<file path="src/rtl/core/bfa_pkg.sv">
// ----------------------------------------------------------------------------
// bfa_pkg
// Shared sizes, function codes and control types for the best-fit allocator.
// ----------------------------------------------------------------------------
package bfa_pkg;

  // table geometry
  localparam int MAX_BLOCKS = 16;
  localparam int SIZE_WIDTH = 16;
  localparam int IDX_W      = $clog2(MAX_BLOCKS);
  localparam int CNT_W      = $clog2(MAX_BLOCKS + 1);

  // port field widths
  localparam int FUNC_W   = 1;
  localparam int SLOT_W   = 4;
  localparam int AMT_W    = 16;
  localparam int CFG_W    = 5;

  typedef enum logic [FUNC_W-1:0] {
    FUNC_LOAD  = 1'b0,
    FUNC_ALLOC = 1'b1
  } bfa_func_t;

  typedef enum logic [1:0] {
    ST_IDLE,
    ST_SCAN,
    ST_RESP
  } bfa_state_t;

  typedef struct packed {
    logic accept;   // word taken this cycle
    logic scan;     // step the table scan
    logic finish;   // register the result
  } bfa_cmd_t;

  typedef struct packed {
    logic is_req;     // incoming word is an allocation request
    logic scan_done;  // all live entries compared
  } bfa_status_t;

endpackage

</file>
<file path="src/rtl/core/bfa_ctrl.sv">
// ----------------------------------------------------------------------------
// bfa_ctrl
// Sequencer: accept a word, run the table scan for requests, then report.
// ----------------------------------------------------------------------------
module bfa_ctrl (
  input  logic                clk,
  input  logic                rst_n,
  input  logic                start,
  output logic                busy,
  input  bfa_pkg::bfa_status_t status,
  output bfa_pkg::bfa_cmd_t    cmd
);
  import bfa_pkg::*;

  bfa_state_t state_r;
  bfa_state_t state_nxt;

  always_ff @(posedge clk) begin
    if (!rst_n) begin
      state_r <= ST_IDLE;
    end else begin
      state_r <= state_nxt;
    end
  end

  always_comb begin
    state_nxt  = state_r;
    cmd        = '0;
    busy       = 1'b1;
    unique case (state_r)
      ST_IDLE: begin
        busy = 1'b0;
        if (start) begin
          cmd.accept = 1'b1;
          state_nxt  = status.is_req ? ST_SCAN : ST_RESP;
        end
      end
      ST_SCAN: begin
        cmd.scan = 1'b1;
        if (status.scan_done) begin
          state_nxt = ST_RESP;
        end
      end
      ST_RESP: begin
        cmd.finish = 1'b1;
        state_nxt  = ST_IDLE;
      end
      default: begin
        state_nxt = ST_IDLE;
      end
    endcase
  end

endmodule

</file>
<file path="src/rtl/core/bfa_dp.sv">
// ----------------------------------------------------------------------------
// bfa_dp
// Size table, used marks, count register, scan pipeline and result register.
// ----------------------------------------------------------------------------
module bfa_dp (
  input  logic                                clk,
  input  logic                                rst_n,
  input  bfa_pkg::bfa_cmd_t                   cmd,
  output bfa_pkg::bfa_status_t                status,
  input  logic [bfa_pkg::FUNC_W-1:0]          in_func,
  input  logic [bfa_pkg::SLOT_W-1:0]          in_slot,
  input  logic [bfa_pkg::AMT_W-1:0]           in_amount,
  input  logic                                cfg_valid,
  input  logic [bfa_pkg::CFG_W-1:0]           cfg_data,
  output logic                                out_valid,
  output logic                                out_granted,
  output logic [bfa_pkg::SLOT_W-1:0]          out_chosen_slot,
  output logic [bfa_pkg::AMT_W-1:0]           out_chosen_size
);
  import bfa_pkg::*;

  logic [SIZE_WIDTH-1:0] size_mem [MAX_BLOCKS];
  logic [MAX_BLOCKS-1:0] used_r;
  logic [CNT_W-1:0]      count_r;

  logic [SIZE_WIDTH-1:0] amt_r;
  logic [CNT_W-1:0]      idx_r;
  logic                  cmp_vld_r;
  logic [IDX_W-1:0]      cmp_idx_r;
  logic [SIZE_WIDTH-1:0] rd_data_r;
  logic                  found_r;
  logic [IDX_W-1:0]      best_r;
  logic [SIZE_WIDTH-1:0] best_size_r;

  logic                  out_valid_r;
  logic                  out_granted_r;
  logic [SLOT_W-1:0]     out_slot_r;
  logic [AMT_W-1:0]      out_size_r;

  logic                  load_wr;
  logic                  issue;
  logic                  hit;

  assign load_wr = cmd.accept && (in_func == FUNC_LOAD) &&
                   (32'(in_slot) < MAX_BLOCKS);
  assign issue   = cmd.scan && (idx_r < count_r);
  assign hit     = cmp_vld_r && !used_r[cmp_idx_r] && (rd_data_r >= amt_r) &&
                   (!found_r || (rd_data_r < best_size_r));

  assign status.is_req    = (in_func == FUNC_ALLOC);
  assign status.scan_done = (idx_r >= count_r) && !cmp_vld_r;

  // size table: one write port, one registered read port
  always_ff @(posedge clk) begin
    if (load_wr) begin
      size_mem[IDX_W'(in_slot)] <= SIZE_WIDTH'(in_amount);
    end
    rd_data_r <= size_mem[idx_r[IDX_W-1:0]];
  end

  always_ff @(posedge clk) begin
    if (!rst_n) begin
      count_r <= '0;
    end else if (cfg_valid) begin
      if (32'(cfg_data) > MAX_BLOCKS) begin
        count_r <= CNT_W'(MAX_BLOCKS);
      end else begin
        count_r <= CNT_W'(cfg_data);
      end
    end
  end

  always_ff @(posedge clk) begin
    if (!rst_n) begin
      used_r <= '0;
    end else if (load_wr) begin
      used_r[IDX_W'(in_slot)] <= 1'b0;
    end else if (cmd.finish && found_r) begin
      used_r[best_r] <= 1'b1;
    end
  end

  // scan: a read is issued, and its entry is compared in the cycle after
  always_ff @(posedge clk) begin
    if (!rst_n) begin
      idx_r     <= '0;
      cmp_vld_r <= 1'b0;
      found_r   <= 1'b0;
    end else if (cmd.accept) begin
      idx_r     <= '0;
      cmp_vld_r <= 1'b0;
      found_r   <= 1'b0;
    end else begin
      cmp_vld_r <= issue;
      if (issue) begin
        idx_r <= idx_r + 1'b1;
      end
      if (hit) begin
        found_r <= 1'b1;
      end
    end
  end

  always_ff @(posedge clk) begin
    if (cmd.accept) begin
      amt_r <= SIZE_WIDTH'(in_amount);
    end
    if (issue) begin
      cmp_idx_r <= idx_r[IDX_W-1:0];
    end
    if (hit) begin
      best_r      <= cmp_idx_r;
      best_size_r <= rd_data_r;
    end
  end

  always_ff @(posedge clk) begin
    if (!rst_n) begin
      out_valid_r <= 1'b0;
    end else begin
      out_valid_r <= cmd.finish;
    end
  end

  always_ff @(posedge clk) begin
    if (cmd.finish) begin
      out_granted_r <= found_r;
      out_slot_r    <= found_r ? SLOT_W'(best_r) : '0;
      out_size_r    <= found_r ? AMT_W'(best_size_r) : '0;
    end
  end

  assign out_valid       = out_valid_r;
  assign out_granted     = out_granted_r;
  assign out_chosen_slot = out_slot_r;
  assign out_chosen_size = out_size_r;

  a_strobe_single: assert property (@(posedge clk) disable iff (!rst_n)
    out_valid_r |=> !out_valid_r)
    else $error("result strobe held for more than one cycle");

  a_grant_marks: assert property (@(posedge clk) disable iff (!rst_n)
    (out_valid_r && out_granted_r) |-> used_r[IDX_W'(out_slot_r)])
    else $error("granted block not marked used");

  a_cmp_in_range: assert property (@(posedge clk) disable iff (!rst_n)
    cmp_vld_r |-> (32'(cmp_idx_r) < 32'(count_r)))
    else $error("compare beyond live entries");

  a_best_fits: assert property (@(posedge clk) disable iff (!rst_n)
    (cmd.finish && found_r) |-> (best_size_r >= amt_r))
    else $error("chosen block smaller than request");

endmodule

</file>
<file path="src/rtl/core/best_fit_block_allocator_top.sv">
// ----------------------------------------------------------------------------
// best_fit_block_allocator_top
// Best-fit block allocator over a 16-entry size table with used marks.
// ----------------------------------------------------------------------------
// A word is taken when start is high and busy is low. A load goes from accept
// to the result state and its registered strobe; an allocation first runs the
// scan, which compares one table entry per cycle through the single read port
// of the size RAM and reads nothing when block_count is 0. A new word may be
// started in the cycle the previous result is strobed. Each result is on the
// out_ ports for exactly one cycle with out_valid high and must be taken then:
// it is not held. block_count is written through cfg_ valid and cfg_ready
// (always ready); the user must write it only while the block is idle, which
// the block itself does not enforce; values above the table depth saturate.
// Entries must be loaded before a request scans them.
// ----------------------------------------------------------------------------
module best_fit_block_allocator_top (
  input  logic                         clk,
  input  logic                         rst_n,
  input  logic                         start,
  output logic                         busy,
  input  logic [bfa_pkg::FUNC_W-1:0]   in_func,
  input  logic [bfa_pkg::SLOT_W-1:0]   in_slot,
  input  logic [bfa_pkg::AMT_W-1:0]    in_amount,
  output logic                         out_valid,
  output logic                         out_granted,
  output logic [bfa_pkg::SLOT_W-1:0]   out_chosen_slot,
  output logic [bfa_pkg::AMT_W-1:0]    out_chosen_size,
  input  logic                         cfg_valid,
  output logic                         cfg_ready,
  input  logic [bfa_pkg::CFG_W-1:0]    cfg_data
);
  import bfa_pkg::*;

  bfa_cmd_t    cmd;
  bfa_status_t status;

  assign cfg_ready = 1'b1;

  bfa_ctrl u_ctrl (
    .clk    (clk),
    .rst_n  (rst_n),
    .start  (start),
    .busy   (busy),
    .status (status),
    .cmd    (cmd)
  );

  bfa_dp u_dp (
    .clk             (clk),
    .rst_n           (rst_n),
    .cmd             (cmd),
    .status          (status),
    .in_func         (in_func),
    .in_slot         (in_slot),
    .in_amount       (in_amount),
    .cfg_valid       (cfg_valid),
    .cfg_data        (cfg_data),
    .out_valid       (out_valid),
    .out_granted     (out_granted),
    .out_chosen_slot (out_chosen_slot),
    .out_chosen_size (out_chosen_size)
  );

endmodule

</file>
<file path="config.mk">
export PLATFORM = sky130hd
export DESIGN_NAME = best_fit_block_allocator_top
export DESIGN_NICKNAME = d
export VERILOG_FILES = /design/src/rtl/core/bfa_pkg.sv /design/src/rtl/core/bfa_ctrl.sv /design/src/rtl/core/bfa_dp.sv /design/src/rtl/core/best_fit_block_allocator_top.sv
export SDC_FILE = /design/constraint.sdc
export NUM_CORES = 1
export LEC_CHECK = 0
export ABC_AREA = 1
export BUFFER_PORTS_ARGS = -buffer_cell sky130_fd_sc_hd__buf_4
export CAP_MARGIN = 5
export CORE_MARGIN = 2
export CORE_UTILIZATION = 46
export DETAILED_ROUTE_END_ITERATION = 16
export GPL_ROUTABILITY_DRIVEN = 0
export GPL_TIMING_DRIVEN = 0
export PLACE_DENSITY_LB_ADDON = 0.3
export SKIP_LAST_GASP = 1
export SYNTH_ARGS = -nofsm -noshare
export SYNTH_HDL_FRONTEND = slang
export SYNTH_HIERARCHICAL = 1
export SYNTH_SLANG_ARGS = --single-unit
export TNS_END_PERCENT = 50
</file>
<file path="constraint.sdc">
create_clock -name clk -period 3.2 [get_ports clk]
set_input_delay 0.48 -clock clk [delete_from_list [all_inputs] [get_ports clk]]
set_output_delay 0.48 -clock clk [all_outputs]
set_load 0.01 [all_outputs]
</file>
Yosys cells after proc, flatten, opt, wreduce, memory -nomap -nowiden
Memory sizes are Yosys's and may differ from the RTL's. A register that Yosys moved wholly into a read port is not among the register bits.
Cells that the tools add are included.
W data, S select, Z words.
{"block": "word_totals", "mem_count": 1, "ff_bits": 92, "ramBits": 256}
{"block": "op_classes", "order_cmp": 10, "add_sub_neg": 1, "eq_ne": 4, "bitwise_logic": 5, "reduce_logical": 17, "mux": 20}
{"name": "u_dp.size_mem", "words": 16, "width": 16, "rd": 1, "rd_clocked_by_memory_dff": 1, "wr": 1, "line_no": "bfa_dp.sv:22", "rtl": "logic [SIZE_WIDTH-1:0] size_mem [MAX_BLOCKS];"}
{"cell": "$mux W16", "n": 2}
{"cell": "$and A16 B16 Y16", "n": 1}
{"cell": "$ge A16 B16 Y1", "n": 1}
{"cell": "$lt A16 B16 Y1", "n": 1}
{"cell": "$not A16 Y16", "n": 1}
{"cell": "$or A16 B16 Y16", "n": 1}
{"cell": "$lt A4 B5 Y1 const B", "n": 3}
{"cell": "$mux W1", "n": 10}
{"cell": "$logic_and A1 B1 Y1", "n": 9}
{"cell": "$demux W1 S4", "n": 2}
{"cell": "$ge A4 B1 Y1 const B", "n": 2}
{"cell": "$mux W2", "n": 3}
{"cell": "$add A5 B1 Y5 const B", "n": 1}
{"cell": "$ge A5 B5 Y1", "n": 1}
{"cell": "$gt A5 B5 Y1 const B", "n": 1}
{"cell": "$lt A5 B5 Y1", "n": 1}
{"cell": "$mux W5", "n": 1}
{"cell": "$bmux W1 S4", "n": 1}
{"cell": "$ne A2 B2 Y1 const B", "n": 2}
{"cell": "$pmux W2 S2", "n": 1}
{"cell": "$logic_not A1 Y1", "n": 3}
{"cell": "$eq A2 B1 Y1 const B", "n": 1}
{"cell": "$eq A2 B2 Y1 const B", "n": 1}
{"cell": "$logic_not A2 Y1", "n": 1}
{"cell": "5 further kinds", "n": 6}

Logic depth before layout (Yosys ltp)
{"block": "logic_depth", "word_depth": 7, "depth_mapped": 13, "ltp_nobuf": 13}

Modules after synthesis
Netlist, hierarchy kept.
{"module": "bfa_dp", "n_inst": 1, "cells_each": 1181, "area_per_inst_um2": 14520.2, "seq_area_each_um2": 10420.0}
{"module": "bfa_ctrl", "n_inst": 1, "cells_each": 19, "area_per_inst_um2": 113.9, "seq_area_each_um2": 40.0}
{"module": "best_fit_block_allocator_top", "n_inst": 1, "cells_each": 2, "area_per_inst_um2": 11.3, "seq_area_each_um2": 0.0}

Least setup slack after synthesis
OpenSTA, ideal clock, no wires.
{"block": "synth_timing", "kind": "register -> register", "startpoint": "register u_ctrl.state_r[0]", "endpoint": "memory u_dp.size_mem[0][0] (enable)", "synth_period_minus_slack_ns": 2.991, "setup_slack_ns": 0.209, "path_buffers": 0, "arrival_time_ns": 2.602, "required_ns": 2.811, "setup_time_ns": 0.389, "path_stages_with_launch": 8, "cell_sequence": "dfxtp_1 nor2_2 inv_1 nor2_1 inv_2 nor2_2 nand3_1 nor2_1"}
{"element": "from (decl)", "line_no": "bfa_ctrl.sv:15", "rtl": "bfa_state_t state_r;"}
{"element": "from (signal assigned)", "line_no": "bfa_ctrl.sv:22", "rtl": "state_r <= state_nxt;"}
{"element": "to (decl)", "line_no": "bfa_dp.sv:22"}

==> summary.txt <==
Global routing
  • Initial antenna violation count: 0
  • First-pass GRT wire length: 54800 um
  • GRT Util Overall: 21.8%
  • Largest net degree at the start of global routing: 22
  • Total gr overflow: 0
  • Number of global-route vias before repair: 9371

Critical path
  • Cells along the critical path: nor2_2 -> inv_1 -> nor2_2 -> inv_2 -> nor2_2 -> nand3_1 -> nor2_2
  • Setup crit start: u_ctrl/state_r[0]
  • Worst r2r path cells: 7
  • Buf+Inv Stages, Crit Path: 2
  • Reg-to-Reg End: u_dp/size_mem[10][3]
  • CP top delay family: simple AND/OR/NAND/NOR gates
  • Critical Path End Type: flip-flop
  • CP max stage delay: 0.97 ns
  • Worst EP arrival: 3.06 ns
  • Crit path kind: reg2reg
  • Critical path data required time: 3.33 ns
  • Worst R2R Setup Slack: 0.27 ns
  • CP most frequent cell: nor2_2
  • Crit Path Max Fanout: 16
  • Worst reg2reg path startpoint: u_ctrl/state_r[0]
  • Worst path slowest cell: nor2_2
  • Startpoint Class: flip-flop

Run status
  • Status: finished clean

STA
  • Slew @ Worst Pin: 1.01 ns
  • Fin. Hold Viols: 0
  • Clock skew: 0.0131 ns
  • Part of the cycle the worst path needs: 91.6%
  • Max Fclk: 0.341 GHz
  • Pins Over Slew Limit: 0
  • Unrepaired setup endpoints after global routing: no
  • Final setup fails: 0
  • Total negative slack: 0 ns
  • Min cycle time layout: 2.93 ns
  • Rel. slew slack: 32.4%

Logic synthesis
  • Top FF cell, synth: edfxtp_1
  • Cells after Synth: 1202
  • Post-synth EDFFs: 317
  • Fraction of registers with async set or reset after synthesis: 0%
  • Synthesized flop and latch total: 364
  • Syn Area/Cell: 12.2 um2
  • Seq/Total Area, Yosys: 71.4%
  • YS warnings: 6
  • Cell variety after synth: 33
  • Synthesized Nets: 1269
  • Mapped cell area: 14600 um2

Power
  • Clk pwr share: 41.7%
  • Worst vdd ir: 0.323 mV
  • Int Pwr: 7.80 mW
  • Sequential power share: 53.2%
  • Share of power burned in combinational logic: 5.1%
  • Switching share of total power: 21.0%
  • Switching Power: 2.08 mW
  • LEAKAGE: 6.17 nW
  • PwrDens: 586 nW/um2

Clock tree
  • Clock transition at the registers of the reported paths: 0.06 ns
  • Post-CTS sizing: 0
  • Clock sinks: 364
  • CTS buffer count: 39
  • CTS tree: done
  • Htree depth: 2
  • CTS Buffer Depth: 3
  • Clk root buf: clkbuf_16
  • Clk_lat worst skew: 0.52 ns
  • Post-CTS Setup Inserts: 0
  • Hold Buf Count CTS: 0

Drt
  • Routed vias: 9758
  • DRC viols: 0
  • ANT nets after route: 0
  • Drt wl/cell: 20.8 um
  • Drt total wl: 35900 um
  • Vias per inst: 5.64
  • Pre-antenna DRT Iters: 5
  • Iter 0 DRT Violations: 871

Worst hold path
  • Hold_sp: cfg_valid
  • Hold Path Sink: u_dp/count_r[0]
  • Hold WC Path Type: in2reg
  • Hold depth: 2

Die
  • Die Ht: 182 um
  • Die width: 182 um
  • Starting density of the core: 46.5%
  • Cell Rows: 65
  • Top-level port count: 54
  • Core area: 31500 um2
  • DIE AREA: 33300 um2

Job
  • Max Cap Viol: 0

Placed design
  • PortBufs: 52
  • HPWL after DPL: 23800 um
  • Cell Area, Placed: 15700 um2
  • Placed cells: 1665

Final layout
  • Final cell utilization of the core: 53.6%
  • Fillers: 2603
  • Finished Cell Area: 16900 um2
  • Synthesis-to-layout area growth: 15.2%
  • Antenna cells: 0
  • # nets final: 1371
  • Post-Layout Cell Count: 1729
  • Share of post-route cells with drive strength above 1: 13.3%
power by group through the flow:
stage                     clock (mW)  sequential, mW  combinational (mW)
final                           4.12            5.26               0.502
after floorplan                    0            5.36               0.252
after detailed placement           0            5.36               0.498
after CTS                       4.18            5.26               0.501
after global routing            4.38            5.26               0.551
after global placement             0            5.36               0.471
cell usage in the layout, fill, tap and decap left out, types with 37 or more instances in the layout:
cell	Yosys	layout
clkbuf_16	0	41
o21ai_1	56	56
nor2_1	170	153
o22ai_1	40	40
ha_1	37	37
edfxtp_1	317	317
dfxtp_1	47	47
o21ai_0	97	97
nand2_1	132	132
buf_4	8	61
inv_1	89	89
nand3_1	49	49
a21oi_1	46	45
worst max-delay path by stage:
stage | depth (start not counted) | to | slack (ns)
final | 7 | u_dp/size_mem[10][3] | 0.27
after global routing | 7 | u_dp/size_mem[11][3] | 0.07
after CTS | 7 | u_dp/size_mem[8][3] | 0.28
after detailed placement | 7 | u_dp/size_mem[13][0] | 0.22
after global placement | 7 | u_dp/size_mem[7][7] | -1.30
after floorplan | 7 | u_dp/size_mem[0][0] | 0.21
per-stage QoR:
step	setup slack, ns	hold slack [ns]	total power [mW]
2_1_floorplan	0.209	0.421	5.61
4_1_cts	0.276	0.173	9.94
6_report	0.267	0.185	9.88
5_1_grt	0.0655	0.183	10.2
3_3_place_gp	-1.30	0.435	5.83
3_5_place_dp	0.218	0.438	5.86
registers in the layout, indices dropped and copies added (netlist names), 2 cells and up:
signal	cells
u_dp/size_mem	256
u_dp/idx_r	5
u_dp/out_chosen_slot	4
u_dp/used_r	16
u_dp/rd_data_r	16
u_dp/out_chosen_size	16
u_dp/count_r	5
u_dp/amt_r	16
u_dp/best_r	4
u_dp/cmp_idx_r	4
u_dp/best_size_r	16
u_ctrl/state_r	2
routing by layer:
metal | wire (um) | GRT usage (%) | part of all wire [%] | vias up
li1 | - | - | - | 4505
met1 | 15100 | 30.1 | 42 | 4727
met2 | 16900 | 34.9 | 47 | 452
met3 | 2720 | 3.47 | 7.6 | 74
met4 | 1210 | 8.61 | 3.4 | 0
met5 | 0 | 0 | 0 | -
synthesized netlist by cell type, types with 4 or more instances:
master	count	area, um2
a21oi_1	46	230
buf_2	21	105
buf_4	8	60.1
clkbuf_1	19	71.3
dfxtp_1	47	941
edfxtp_1	317	9520
ha_1	37	463
inv_1	89	334
inv_2	11	41.3
nand2_1	132	495
nand3_1	49	245
nor2_1	170	638
nor2_2	4	25.0
nor3_1	4	20.0
o211ai_1	10	75.1
o21ai_0	97	485
o21ai_1	56	280
o221ai_1	24	210
o22ai_1	40	250
area by class of cell:
class	instances	area, um2	share of cell area (%)
repair buffers	61	518	3.07
inverters	102	385	2.28
flip-flops and latches	364	10500	62.0
well taps	402	503	2.98
multi-input cells	682	3560	21.1
clock buffers	51	1070	6.36
plain buffers	54	282	1.67
clock inverters	13	82.6	0.490
kinds of logic after synthesis:
| family | share of synthesized area [%] |
|---|---|
| AND/OR/NAND/NOR | 10.1 |
| buffers and inverters | 4.55 |
| flip-flops | 71.4 |
| XOR/XNOR | 0.0598 |
| adder cells (fa/ha/maj) | 3.16 |
| AO/OA/AOI/OAI | 10.7 |
| other | 0.0256 |
worst register-to-register path, cell delays in order, from the launching register on:
cell and delay, ns:
dfxtp_1 0.35, nor2_2 0.15, inv_1 0.07, nor2_2 0.15, inv_2 0.05, nor2_2 0.24
nand3_1 0.55, nor2_2 0.97
Note: power is estimated with default switching activity, not from simulation.
